## config.mk

```make
export PLATFORM = sky130hd
export DESIGN_NAME = syscall_opcode_filter_scanner
export DESIGN_NICKNAME = d
export VERILOG_FILES = /design/src/rtl/scs_pkg.sv /design/src/rtl/scs_cell.sv /design/src/rtl/scs_judge.sv /design/src/rtl/syscall_opcode_filter_scanner.sv
export SDC_FILE = /design/constraint.sdc
export NUM_CORES = 1
export LEC_CHECK = 0
export ABC_AREA = 1
export BUFFER_PORTS_ARGS = -buffer_cell sky130_fd_sc_hd__buf_2
export CAP_MARGIN = 20
export CORE_ASPECT_RATIO = 0.9
export CORE_UTILIZATION = 35
export DETAILED_ROUTE_END_ITERATION = 12
export SLEW_MARGIN = 10
export SYNTH_ARGS = -nofsm -noshare
export SYNTH_HDL_FRONTEND = slang
export SYNTH_SLANG_ARGS = --single-unit
```

## constraint.sdc

```tcl
create_clock -name clk -period 5.5 [get_ports clk]
set_input_delay 1.1 -clock clk [delete_from_list [all_inputs] [get_ports clk]]
set_output_delay 1.1 -clock clk [all_outputs]
set_load 0.02 [all_outputs]
```

## src/rtl/scs_pkg.sv

```systemverilog
// Package with item types, opcode constants and register indexes for the syscall scanner.
package scs_pkg;

	localparam int unsigned MAX_FOUND_DEF = 256;
	localparam int unsigned WIN_CELLS     = 11;
	localparam int unsigned ADDR_W        = 47;
	localparam int unsigned SIZE_W        = 32;
	localparam int unsigned OFFSET_W      = 32;
	localparam int unsigned DET_ADDR_W    = 48;
	localparam int unsigned DET_NUM_W     = 9;

	localparam logic [7:0] OP_ESC     = 8'h0F;
	localparam logic [7:0] OP_SYSCALL = 8'h05;
	localparam logic [7:0] OP_SYSENTR = 8'h34;
	localparam logic [7:0] OP_CALL    = 8'hE8;
	localparam logic [7:0] OP_JMP     = 8'hE9;
	localparam logic [7:0] OP_GRP5    = 8'hFF;
	localparam logic [7:0] MRM_CALLI  = 8'h15;
	localparam logic [7:0] MRM_JMPI   = 8'h25;
	localparam logic [7:0] MRM_MASK   = 8'hC7;
	localparam logic [7:0] MRM_RIP    = 8'h05;
	localparam logic [7:0] OP_MOV_LO  = 8'hB8;
	localparam logic [7:0] OP_MOV_HI  = 8'hBF;
	localparam logic [7:0] OP_VEX2    = 8'hC5;
	localparam logic [7:0] OP_VEX3    = 8'hC4;
	localparam logic [7:0] HI_MASK    = 8'hF0;
	localparam logic [7:0] HI_JCC     = 8'h80;
	localparam logic [7:0] HI_REX     = 8'h40;

	typedef enum logic [1:0] {
		CFG_AREA_BASE     = 2'd0,
		CFG_EXCLUDED_BASE = 2'd1,
		CFG_EXCLUDED_SIZE = 2'd2
	} cfg_index_t;

	typedef struct packed {
		logic [7:0] code_byte;
		logic       region_first;
		logic       region_last;
		logic       scan_start;
	} in_item_t;

	typedef struct packed {
		logic [DET_ADDR_W-1:0] detection_address;
		logic [DET_NUM_W-1:0]  detection_number;
	} out_item_t;

	typedef struct packed {
		logic [7:0] data;
		logic       valid;
	} cell_t;

	typedef struct packed {
		logic pair;
		logic embedded;
	} verdict_t;

endpackage

```

## src/rtl/scs_cell.sv

```systemverilog
// One window cell: holds a byte and its in-region flag and passes them on each item.
module scs_cell (
	input  logic          clk,
	input  logic          arst_n,
	input  logic          shift,
	input  logic          clear,
	input  scs_pkg::cell_t prev,
	output scs_pkg::cell_t cur
);

	scs_pkg::cell_t cell_q;

	always_ff @(posedge clk or negedge arst_n) begin
		if (!arst_n) begin
			cell_q <= '0;
		end else if (shift) begin
			cell_q.data  <= prev.data;
			cell_q.valid <= prev.valid & ~clear;
		end
	end

	assign cur = cell_q;

endmodule

```

## src/rtl/scs_judge.sv

```systemverilog
// Pair detection and embedded-instruction heuristics over the window cells.
module scs_judge (
	input  logic              [7:0] code_byte,
	input  scs_pkg::cell_t          win [scs_pkg::WIN_CELLS],
	output scs_pkg::verdict_t       verdict
);

	function automatic logic rip_opcode(input logic [7:0] op);
		logic r;
		case (op)
			8'h8D, 8'h8B, 8'h89, 8'h3B, 8'h39, 8'h03,
			8'h01, 8'h33, 8'h31, 8'h2B, 8'h29: r = 1'b1;
			default: r = 1'b0;
		endcase
		return r;
	endfunction

	function automatic logic alu_imm_opcode(input logic [7:0] op);
		logic r;
		case (op)
			8'h05, 8'h0D, 8'h15, 8'h1D, 8'h25, 8'h2D, 8'h35, 8'h3D: r = 1'b1;
			default: r = 1'b0;
		endcase
		return r;
	endfunction

	logic emb;

	always_comb begin
		emb = 1'b0;
		for (int m = 2; m <= 5; m++) begin
			if (win[m].valid && win[m].data == scs_pkg::OP_ESC &&
			    (win[m-1].data & scs_pkg::HI_MASK) == scs_pkg::HI_JCC) begin
				emb = 1'b1;
			end
		end
		for (int m = 1; m <= 4; m++) begin
			if (win[m].valid &&
			    (win[m].data == scs_pkg::OP_CALL || win[m].data == scs_pkg::OP_JMP)) begin
				emb = 1'b1;
			end
		end
		for (int m = 2; m <= 6; m++) begin
			if (win[m].valid && win[m].data == scs_pkg::OP_GRP5 &&
			    (win[m-1].data == scs_pkg::MRM_CALLI ||
			     win[m-1].data == scs_pkg::MRM_JMPI)) begin
				emb = 1'b1;
			end
		end
		for (int m = 1; m <= 4; m++) begin
			if (win[m+2].valid &&
			    (win[m+1].data & scs_pkg::MRM_MASK) == scs_pkg::MRM_RIP) begin
				if (rip_opcode(win[m+2].data)) begin
					emb = 1'b1;
				end
				if (win[m+3].valid &&
				    (win[m+3].data & scs_pkg::HI_MASK) == scs_pkg::HI_REX) begin
					emb = 1'b1;
				end
			end
		end
		for (int m = 1; m <= 4; m++) begin
			if (win[m].valid && win[m].data >= scs_pkg::OP_MOV_LO &&
			    win[m].data <= scs_pkg::OP_MOV_HI) begin
				emb = 1'b1;
			end
			if (win[m].valid && alu_imm_opcode(win[m].data)) begin
				emb = 1'b1;
			end
		end
		for (int m = 2; m <= 10; m++) begin
			if (win[m].valid &&
			    (win[m].data == scs_pkg::OP_VEX3 || win[m].data == scs_pkg::OP_VEX2)) begin
				emb = 1'b1;
			end
		end
	end

	assign verdict.pair = win[0].valid && win[0].data == scs_pkg::OP_ESC &&
	                      (code_byte == scs_pkg::OP_SYSCALL ||
	                       code_byte == scs_pkg::OP_SYSENTR);
	assign verdict.embedded = emb;

endmodule

```

## src/rtl/syscall_opcode_filter_scanner.sv

```systemverilog
// Top level of the syscall opcode scanner: window cell chain, offset, count and output register.
//
//  channel   direction  handshake               payload
//  byte      in         byte_valid/byte_stall   byte_item (scs_pkg::in_item_t)
//  found     out        found_valid/found_stall found_item (scs_pkg::out_item_t)
//  cfg       in         cfg_we                  cfg_index, cfg_data
//
// One byte is taken per cycle unless stalled; a hit is registered as its closing byte is taken.
// The eleven-cell chain shifts once per item and the heuristics decode within that cycle.
// Reset clears the window, offset, count, registers and the output valid flag.
// While a detection waits under found_stall, byte_stall is high and no byte is taken.
module syscall_opcode_filter_scanner #(
	parameter int unsigned MAX_FOUND = scs_pkg::MAX_FOUND_DEF
) (
	input  logic                        clk,
	input  logic                        arst_n,
	input  logic                        byte_valid,
	output logic                        byte_stall,
	input  scs_pkg::in_item_t           byte_item,
	output logic                        found_valid,
	input  logic                        found_stall,
	output scs_pkg::out_item_t          found_item,
	input  logic                        cfg_we,
	input  logic [1:0]                  cfg_index,
	input  logic [scs_pkg::ADDR_W-1:0]  cfg_data
);

	localparam int unsigned CNT_W = $clog2(MAX_FOUND + 1);

	logic [scs_pkg::ADDR_W-1:0]   area_base_q;
	logic [scs_pkg::ADDR_W-1:0]   excluded_base_q;
	logic [scs_pkg::SIZE_W-1:0]   excluded_size_q;
	logic [scs_pkg::OFFSET_W-1:0] offset_q;
	logic [CNT_W-1:0]             count_q;
	logic                         found_valid_q;
	scs_pkg::out_item_t           found_item_q;

	scs_pkg::cell_t    cells [scs_pkg::WIN_CELLS];
	scs_pkg::cell_t    view  [scs_pkg::WIN_CELLS];
	scs_pkg::cell_t    head;
	scs_pkg::verdict_t verdict;

	logic                         accept;
	logic [scs_pkg::OFFSET_W-1:0] offset_cur;
	logic [scs_pkg::OFFSET_W-1:0] offset_next;
	logic [scs_pkg::OFFSET_W-1:0] pair_pos;
	logic [CNT_W-1:0]             count_cur;
	logic [CNT_W-1:0]             count_next;
	logic                         excluded;
	logic                         hit;

	assign accept     = byte_valid && !byte_stall;
	assign byte_stall = found_valid_q && found_stall;

	assign head.data  = byte_item.code_byte;
	assign head.valid = 1'b1;

	for (genvar k = 0; k < scs_pkg::WIN_CELLS; k++) begin : g_chain
		if (k == 0) begin : g_first
			scs_cell u_cell (
				.clk    (clk),
				.arst_n (arst_n),
				.shift  (accept),
				.clear  (1'b0),
				.prev   (head),
				.cur    (cells[k])
			);
		end else begin : g_rest
			scs_cell u_cell (
				.clk    (clk),
				.arst_n (arst_n),
				.shift  (accept),
				.clear  (byte_item.region_first),
				.prev   (cells[k-1]),
				.cur    (cells[k])
			);
		end
		assign view[k].data  = cells[k].data;
		assign view[k].valid = cells[k].valid & ~byte_item.region_first;
	end

	scs_judge u_judge (
		.code_byte (byte_item.code_byte),
		.win       (view),
		.verdict   (verdict)
	);

	assign offset_cur  = byte_item.region_first ? '0 : offset_q;
	assign offset_next = (&offset_cur) ? offset_cur : offset_cur + 1'b1;
	assign pair_pos    = offset_cur - 1'b1;
	assign count_cur   = byte_item.scan_start ? '0 : count_q;

	assign excluded = ({1'b0, area_base_q} >= {1'b0, excluded_base_q}) &&
	                  ({1'b0, area_base_q} <
	                   ({1'b0, excluded_base_q} +
	                    {{(scs_pkg::ADDR_W + 1 - scs_pkg::SIZE_W){1'b0}}, excluded_size_q}));

	assign hit        = verdict.pair && !verdict.embedded && !excluded &&
	                    (count_cur < CNT_W'(MAX_FOUND));
	assign count_next = count_cur + CNT_W'(hit);

	always_ff @(posedge clk or negedge arst_n) begin
		if (!arst_n) begin
			area_base_q     <= '0;
			excluded_base_q <= '0;
			excluded_size_q <= '0;
		end else if (cfg_we) begin
			case (scs_pkg::cfg_index_t'(cfg_index))
				scs_pkg::CFG_AREA_BASE:     area_base_q     <= cfg_data;
				scs_pkg::CFG_EXCLUDED_BASE: excluded_base_q <= cfg_data;
				scs_pkg::CFG_EXCLUDED_SIZE: excluded_size_q <= cfg_data[scs_pkg::SIZE_W-1:0];
				default: ;
			endcase
		end
	end

	always_ff @(posedge clk or negedge arst_n) begin
		if (!arst_n) begin
			offset_q      <= '0;
			count_q       <= '0;
			found_valid_q <= 1'b0;
		end else begin
			if (accept) begin
				offset_q      <= offset_next;
				count_q       <= count_next;
				found_valid_q <= hit;
			end else if (!found_stall) begin
				found_valid_q <= 1'b0;
			end
		end
	end

	always_ff @(posedge clk) begin
		if (accept && hit) begin
			found_item_q.detection_address <=
				{1'b0, area_base_q} +
				{{(scs_pkg::DET_ADDR_W - scs_pkg::OFFSET_W){1'b0}}, pair_pos};
			found_item_q.detection_number <= scs_pkg::DET_NUM_W'(count_next);
		end
	end

	assign found_valid = found_valid_q;
	assign found_item  = found_item_q;

endmodule
```

Word-level counts from Yosys, hierarchy flattened. Cells that the tools add are included.

Add/sub/neg operators: 5. Order comparisons: 11. Eq/ne operators: 131. Mux-type cells: 59. Bitwise gates (word level): 12. Reduce and logical (&&, ||, !) cells: 95.

Operators with widths (count): $eq A8 B8 Y1 const B (43); $eq A8 B6 Y1 const B (42); $add A47 B32 Y48 (2); $eq A8 B4 Y1 const B (9); $eq A8 B5 Y1 const B (9); $mux W32 (2); $logic_and A1 B1 Y1 (60); $mux W1 (56); $lt A47 B48 Y1 (1); $ge A47 B47 Y1 (1); $reduce_or A11 Y1 (4); $eq A8 B3 Y1 const B (5); $add A32 B1 Y32 const B (1); $eq A8 B1 Y1 const B (4); $eq A8 B2 Y1 const B (4); $ge A8 B8 Y1 const B (4); $le A8 B8 Y1 const B (4); $reduce_and A32 Y1 (1); $reduce_or A8 Y1 (4); $sub A32 B1 Y32 const B (1); $eq A5 B3 Y1 const B (4); $logic_or A1 B1 Y1 (19); $eq A4 B3 Y1 const B (4); $eq A4 B4 Y1 const B (4); 11 further kinds (25).

Bits in registers: 324. Input port bits: 65. Output and inout bits: 59. Logic and storage cells: 343.

Depth between registers and ports, before layout.
Word-level depth: 51. Mapped depth: 34. Depth with buffers taken out: 34.

Modules after synthesis. A second synthesis with hierarchy kept.

Cells, all modules: 3065. Area total of the unflattened synthesis: 22262.6 um^2.

Modules (own cells, without submodules): syscall_opcode_filter_scanner (instances 1, cells each 2311, area an instance 17063.9 um^2, seq. area each 5915.7 um^2); scs_cell (instances 11, cells each 39, area an instance 346.6 um^2, seq. area each 225.2 um^2); scs_judge (instances 1, cells each 325, area an instance 1386.3 um^2, seq. area each 0.0 um^2).

Worst setup path before layout. No wires, ideal clock.

Path type: reg2reg. From: reg excluded_base_q[0] (netlist name). To: reg found_item_q, in the netlist found_item[0] (enable). Setup time: 0.411 ns. Data arrival time: 4.331 ns. Data required time: 5.089 ns. Setup slack: 0.757 ns. Stages on the path, launching flop included: 21. Buffers on the path: 0. Period minus slack after synthesis: 4.743 ns. Cells stage by stage: dfrtp_1 ha_1 fa_1 nand3_1 nand2_1 a21oi_1 o21ai_0 nand3_1 nand2_1 a21oi_1 o21ai_0 a21oi_1 xor2_1 ha_1 nand4_1 nor3_1 and3_1 nand4_1 nand3_1 nand3_1 inv_1.

Word-level cells in the longest chain between the ends: 7. Elaborated cells between the ends (all ways): 8. Those cells by class: add/sub: 1; order compare: 2; reduce/logical: 5.

RTL lines: start: declaration (RTL line syscall_opcode_filter_scanner.sv:31) `logic [scs_pkg::ADDR_W-1:0] excluded_base_q;`; start signal: assignment (RTL line syscall_opcode_filter_scanner.sv:110) `scs_pkg::CFG_EXCLUDED_BASE: excluded_base_q <= cfg_data;`; $add A47 B32 Y48 (RTL line syscall_opcode_filter_scanner.sv:95) `({1'b0, excluded_base_q} +`; $lt A47 B48 Y1 (RTL line syscall_opcode_filter_scanner.sv:94) `({1'b0, area_base_q} <`; $logic_and A1 B1 Y1 (*) (RTL line syscall_opcode_filter_scanner.sv:93) `assign excluded = ({1'b0, area_base_q} >= {1'b0, excluded_base_q}) &&`; $logic_not A1 Y1 (*) (RTL line syscall_opcode_filter_scanner.sv:98) `assign hit = verdict.pair && !verdict.embedded && !excluded &&`; $logic_and A1 B1 Y1 (*) (2 in a row) (RTL line syscall_opcode_filter_scanner.sv:98); $logic_and A1 B1 Y1 (*) (RTL line syscall_opcode_filter_scanner.sv:134) `if (accept && hit) begin`; end: declaration (RTL line syscall_opcode_filter_scanner.sv:36) `scs_pkg::out_item_t found_item_q;`.

Every way passes the cells marked *; elsewhere a longest branch is shown, timed or not. A chain may end at the register's enable or synchronous reset.

Worst setup path after layout.
From: reg excluded_base_q[0] (netlist name). To: reg count_q[8].

Word-level cells in the longest chain between the ends: 7. Elaborated cells between the ends (all ways): 8. Those cells by class: add/sub: 2; order compare: 2; reduce/logical: 4.

RTL lines: $add A47 B32 Y48 (RTL line syscall_opcode_filter_scanner.sv:95); $lt A47 B48 Y1 (RTL line syscall_opcode_filter_scanner.sv:94); $logic_and A1 B1 Y1 (*) (RTL line syscall_opcode_filter_scanner.sv:93); $logic_not A1 Y1 (*) (RTL line syscall_opcode_filter_scanner.sv:98); $logic_and A1 B1 Y1 (*) (2 in a row) (RTL line syscall_opcode_filter_scanner.sv:98); $add A9 B1 Y9 (*) (RTL line syscall_opcode_filter_scanner.sv:100) `assign count_next = count_cur + CNT_W'(hit);`; net count_next[8] (RTL line syscall_opcode_filter_scanner.sv:48) `logic [CNT_W-1:0] count_next;`; end signal: assignment (RTL line syscall_opcode_filter_scanner.sv:125) `count_q <= count_next;`; end: declaration (RTL line syscall_opcode_filter_scanner.sv:34) `logic [CNT_W-1:0] count_q;`.

The timed path passes the listed nets; every way through them passes the cells marked *.

==> flow_metrics.env <==
export IMPL_reg2reg_slack_ps=450
export IMPL_drt_iter0_drc=1470
export IMPL_die_w_um=260
export IMPL_postCtsHoldBufs=0
export IMPL_r2r_start="excluded_base_q[0]$_DFFE_PN0P_"
export IMPL_outcome="completed"
export IMPL_critical_path_startpoint="excluded_base_q[0]$_DFFE_PN0P_"
export IMPL_place_ws_ps=149
export IMPL_cp_required_ps=5980
export IMPL_hold_violations=0
export IMPL_ir_drop_uv=215
export IMPL_antenna_cells=0
export IMPL_grt_pass1_vias=17100
export IMPL_path_common_cell="nand2_1"
export IMPL_ant_nets=0
export IMPL_hold_slack_ps=451
export IMPL_nets=3047
export IMPL_ys_ff_latch=320
export IMPL_slowest_delay_ps=440
export IMPL_layout_common_cells="nand2_1 (581), inv_1 (381), o21ai_0 (311), dfrtp_1 (263), nor2_1 (207)"
export IMPL_slew_headroom=0.300
export IMPL_grt_max_degree=97
export IMPL_htree_num_levels=2
export IMPL_period_minus_slack_ps=5050
export IMPL_dr_pass1_iters=7
export IMPL_rows=84
export IMPL_leakage_nw=11.1
export IMPL_wl_um=57800
export IMPL_power_mw=8.90
export IMPL_grt_pass1_wl_um=93500
export IMPL_startpoint_type="flop"
export IMPL_tightest_slew_ps=1040
export IMPL_path_class="flop to flop"
export IMPL_gp_congestion=0.958
export IMPL_ys_warn_count=0
export IMPL_multi_input_area_um2=11000
export IMPL_synth_enable_flop_cells=57
export IMPL_cts_buffer_depth=3
export IMPL_drc=0
export IMPL_worstReg2RegEnd="count_q[8]$_DFFE_PN0P_"
export IMPL_dp_hpwl_um=44900
export IMPL_fillers=6052
export IMPL_slowest_stage="fa_1"
export IMPL_synth_nets=2914
export IMPL_io_buffer_count=122
export IMPL_fin_crit_sh=0.918
export IMPL_powerDensity_nw_per_um2=372
export IMPL_insertion_delay_ps=560
export IMPL_async_flop_share=0.822
export IMPL_cts_root_buffer="clkbuf_16"
export IMPL_crit_path_end_kind="flop"
export IMPL_timing_final_ws_setup_ps=452
export IMPL_grt_util_all_layers=0.194
export IMPL_cp_endpoint="count_q[8]$_DFFE_PN0P_"
export IMPL_grt_overflow_total=0
export IMPL_vias=18000
export IMPL_ys_types=56
export IMPL_start_util=0.356
export IMPL_clk_pin_slew_ps=60
export IMPL_path_max_fanout=4
export IMPL_cts_tree="yes"
export IMPL_hold_class="flop to flop"
export IMPL_syn_area_um2=20900
export IMPL_cts_setup_buffers=0
export IMPL_yosys_most_used_dff="dfrtp_1"
export IMPL_numCtsBuffers=39
export IMPL_yosysSeqAreaShare=0.396
export IMPL_max_cap_viol_count=0
export IMPL_rsz0062_at_grt="no"
export IMPL_fp_dieH_um=234
export IMPL_wire_per_inst_um=16.0
export IMPL_setup_viol=0
export IMPL_via_per_inst=4.97
export IMPL_cts_sinks=320
export IMPL_max_freq_mhz=198
export IMPL_register_area_um2=8290
export IMPL_synthCells=2686
export IMPL_maxSlewViolCount=0
export IMPL_die_area_um2=60800
export IMPL_layout_commonest_cell="nand2_1"
export IMPL_drive_above_1_share=0.0972
export IMPL_crit_arrival_ps=5530
export IMPL_antenna_found_initial=0
export IMPL_clock_skew_ps=30.2
export IMPL_fp_coreArea_um2=58800
export IMPL_syn_area_per_cell_um2=7.79
export IMPL_area_growth_pct=14.4
export IMPL_final_util=0.408
export IMPL_io_pins=124
export IMPL_tns_ps=0
export IMPL_reg2regPathDepth=32
-- repair_timing --
action	CTS	global route
setup endpoints to repair	0	6
gates resized for setup	0	14
hold endpoints to repair	0	0
-- synthesized netlist by cell type, types with 12 or more instances --
cell,number,area share
xnor2_1,50,0.021
a31oi_1,14,0.0042
inv_1,382,0.068
dfrtp_1,263,0.31
nor4_1,28,0.0084
o21ai_0,313,0.075
a21oi_1,143,0.034
ha_1,161,0.096
nor2_1,208,0.037
nor3_1,52,0.012
clkbuf_1,52,0.0093
nand2_1,583,0.10
nand3_1,90,0.022
xor2_1,105,0.044
edfxtp_1,57,0.082
nand4_1,57,0.017
o211ai_1,12,0.0043
-- routing by layer --
metal / vias up / part of all wire / track usage
li1: 9158 / - / -
met1: 8368 / 0.50 / 0.285
met2: 410 / 0.41 / 0.284
met3: 56 / 0.069 / 0.0412
met4: 0 / 0.021 / 0.0511
met5: - / 0 / 0
-- worst max-delay path, delay by kind of cell, from the launching register on --
family,cells,cell delay (ps)
buffers and inverters,3,330
adders and majority gates,5,1310
AOI/OAI and AO/OA,4,580
DFF,1,400
and+or+nand+nor,18,2050
xor gates and xnor gates,2,270
-- final cells by class --
cell class	instances	area share
well taps	774	0.0404
repair buffers	152	0.0374
clock inverters	10	0.00559
multi-input cells	1915	0.459
clock buffers	61	0.0498
flip-flops and latches	320	0.346
inverters	391	0.0615
-- logic make-up after synthesis --
family,share of synthesized area
and+or+nand+nor,0.221
DFF,0.396
xor gates and xnor gates,0.0648
adders and majority gates,0.0981
buffers and inverters,0.0828
AOI/OAI and AO/OA,0.137
-- per-stage QoR --
| step | cells | area [µm²] |
|---|---|---|
| 6_report | 3623 | 23900 |
| 5_1_grt | 3623 | 23900 |
| 4_1_cts | 3623 | 23900 |
| 3_5_place_dp | 3552 | 22600 |
| 3_3_place_gp | 3552 | 22600 |
| 2_1_floorplan | 2686 | 20900 |
-- report_power, final --
| part | internal (mW) | switching, mW | total [mW] | leakage, nW |
|---|---|---|---|---|
| Combinational | 1.15 | 2.06 | 3.21 | 6.58 |
| Clock | 1.63 | 1.02 | 2.65 | 0.653 |
| Sequential | 2.74 | 0.299 | 3.03 | 3.90 |
-- flip-flops by register name (all words and copies together), names as in the netlist --
name / cells
area_base_q: 47
g_chain.g_first.u_cell.cur: 9
excluded_size_q: 32
g_chain.g_rest.u_cell.cur: 86
excluded_base_q: 47
found_item: 57
offset_q: 32
found_valid: 1
count_q: 9
-- worst min path at each step --
stage | slack [ps] | cells past startpoint | start | to
after floorplan | 420 | 2 | g_chain[0].g_first.u_cell.cur[0]$_DFFE_PN0P_ | g_chain[0].g_first.u_cell.cur[0]$_DFFE_PN0P_
after global placement | 440 | 2 | g_chain[0].g_first.u_cell.cur[0]$_DFFE_PN0P_ | g_chain[0].g_first.u_cell.cur[0]$_DFFE_PN0P_
after detailed placement | 440 | 2 | g_chain[0].g_first.u_cell.cur[0]$_DFFE_PN0P_ | g_chain[0].g_first.u_cell.cur[0]$_DFFE_PN0P_
after CTS | 460 | 2 | g_chain[0].g_first.u_cell.cur[0]$_DFFE_PN0P_ | g_chain[0].g_first.u_cell.cur[0]$_DFFE_PN0P_
after global routing | 470 | 2 | g_chain[0].g_first.u_cell.cur[0]$_DFFE_PN0P_ | g_chain[0].g_first.u_cell.cur[0]$_DFFE_PN0P_
final | 450 | 2 | g_chain[0].g_first.u_cell.cur[0]$_DFFE_PN0P_ | g_chain[0].g_first.u_cell.cur[0]$_DFFE_PN0P_
(Power assumes the default switching activity.)
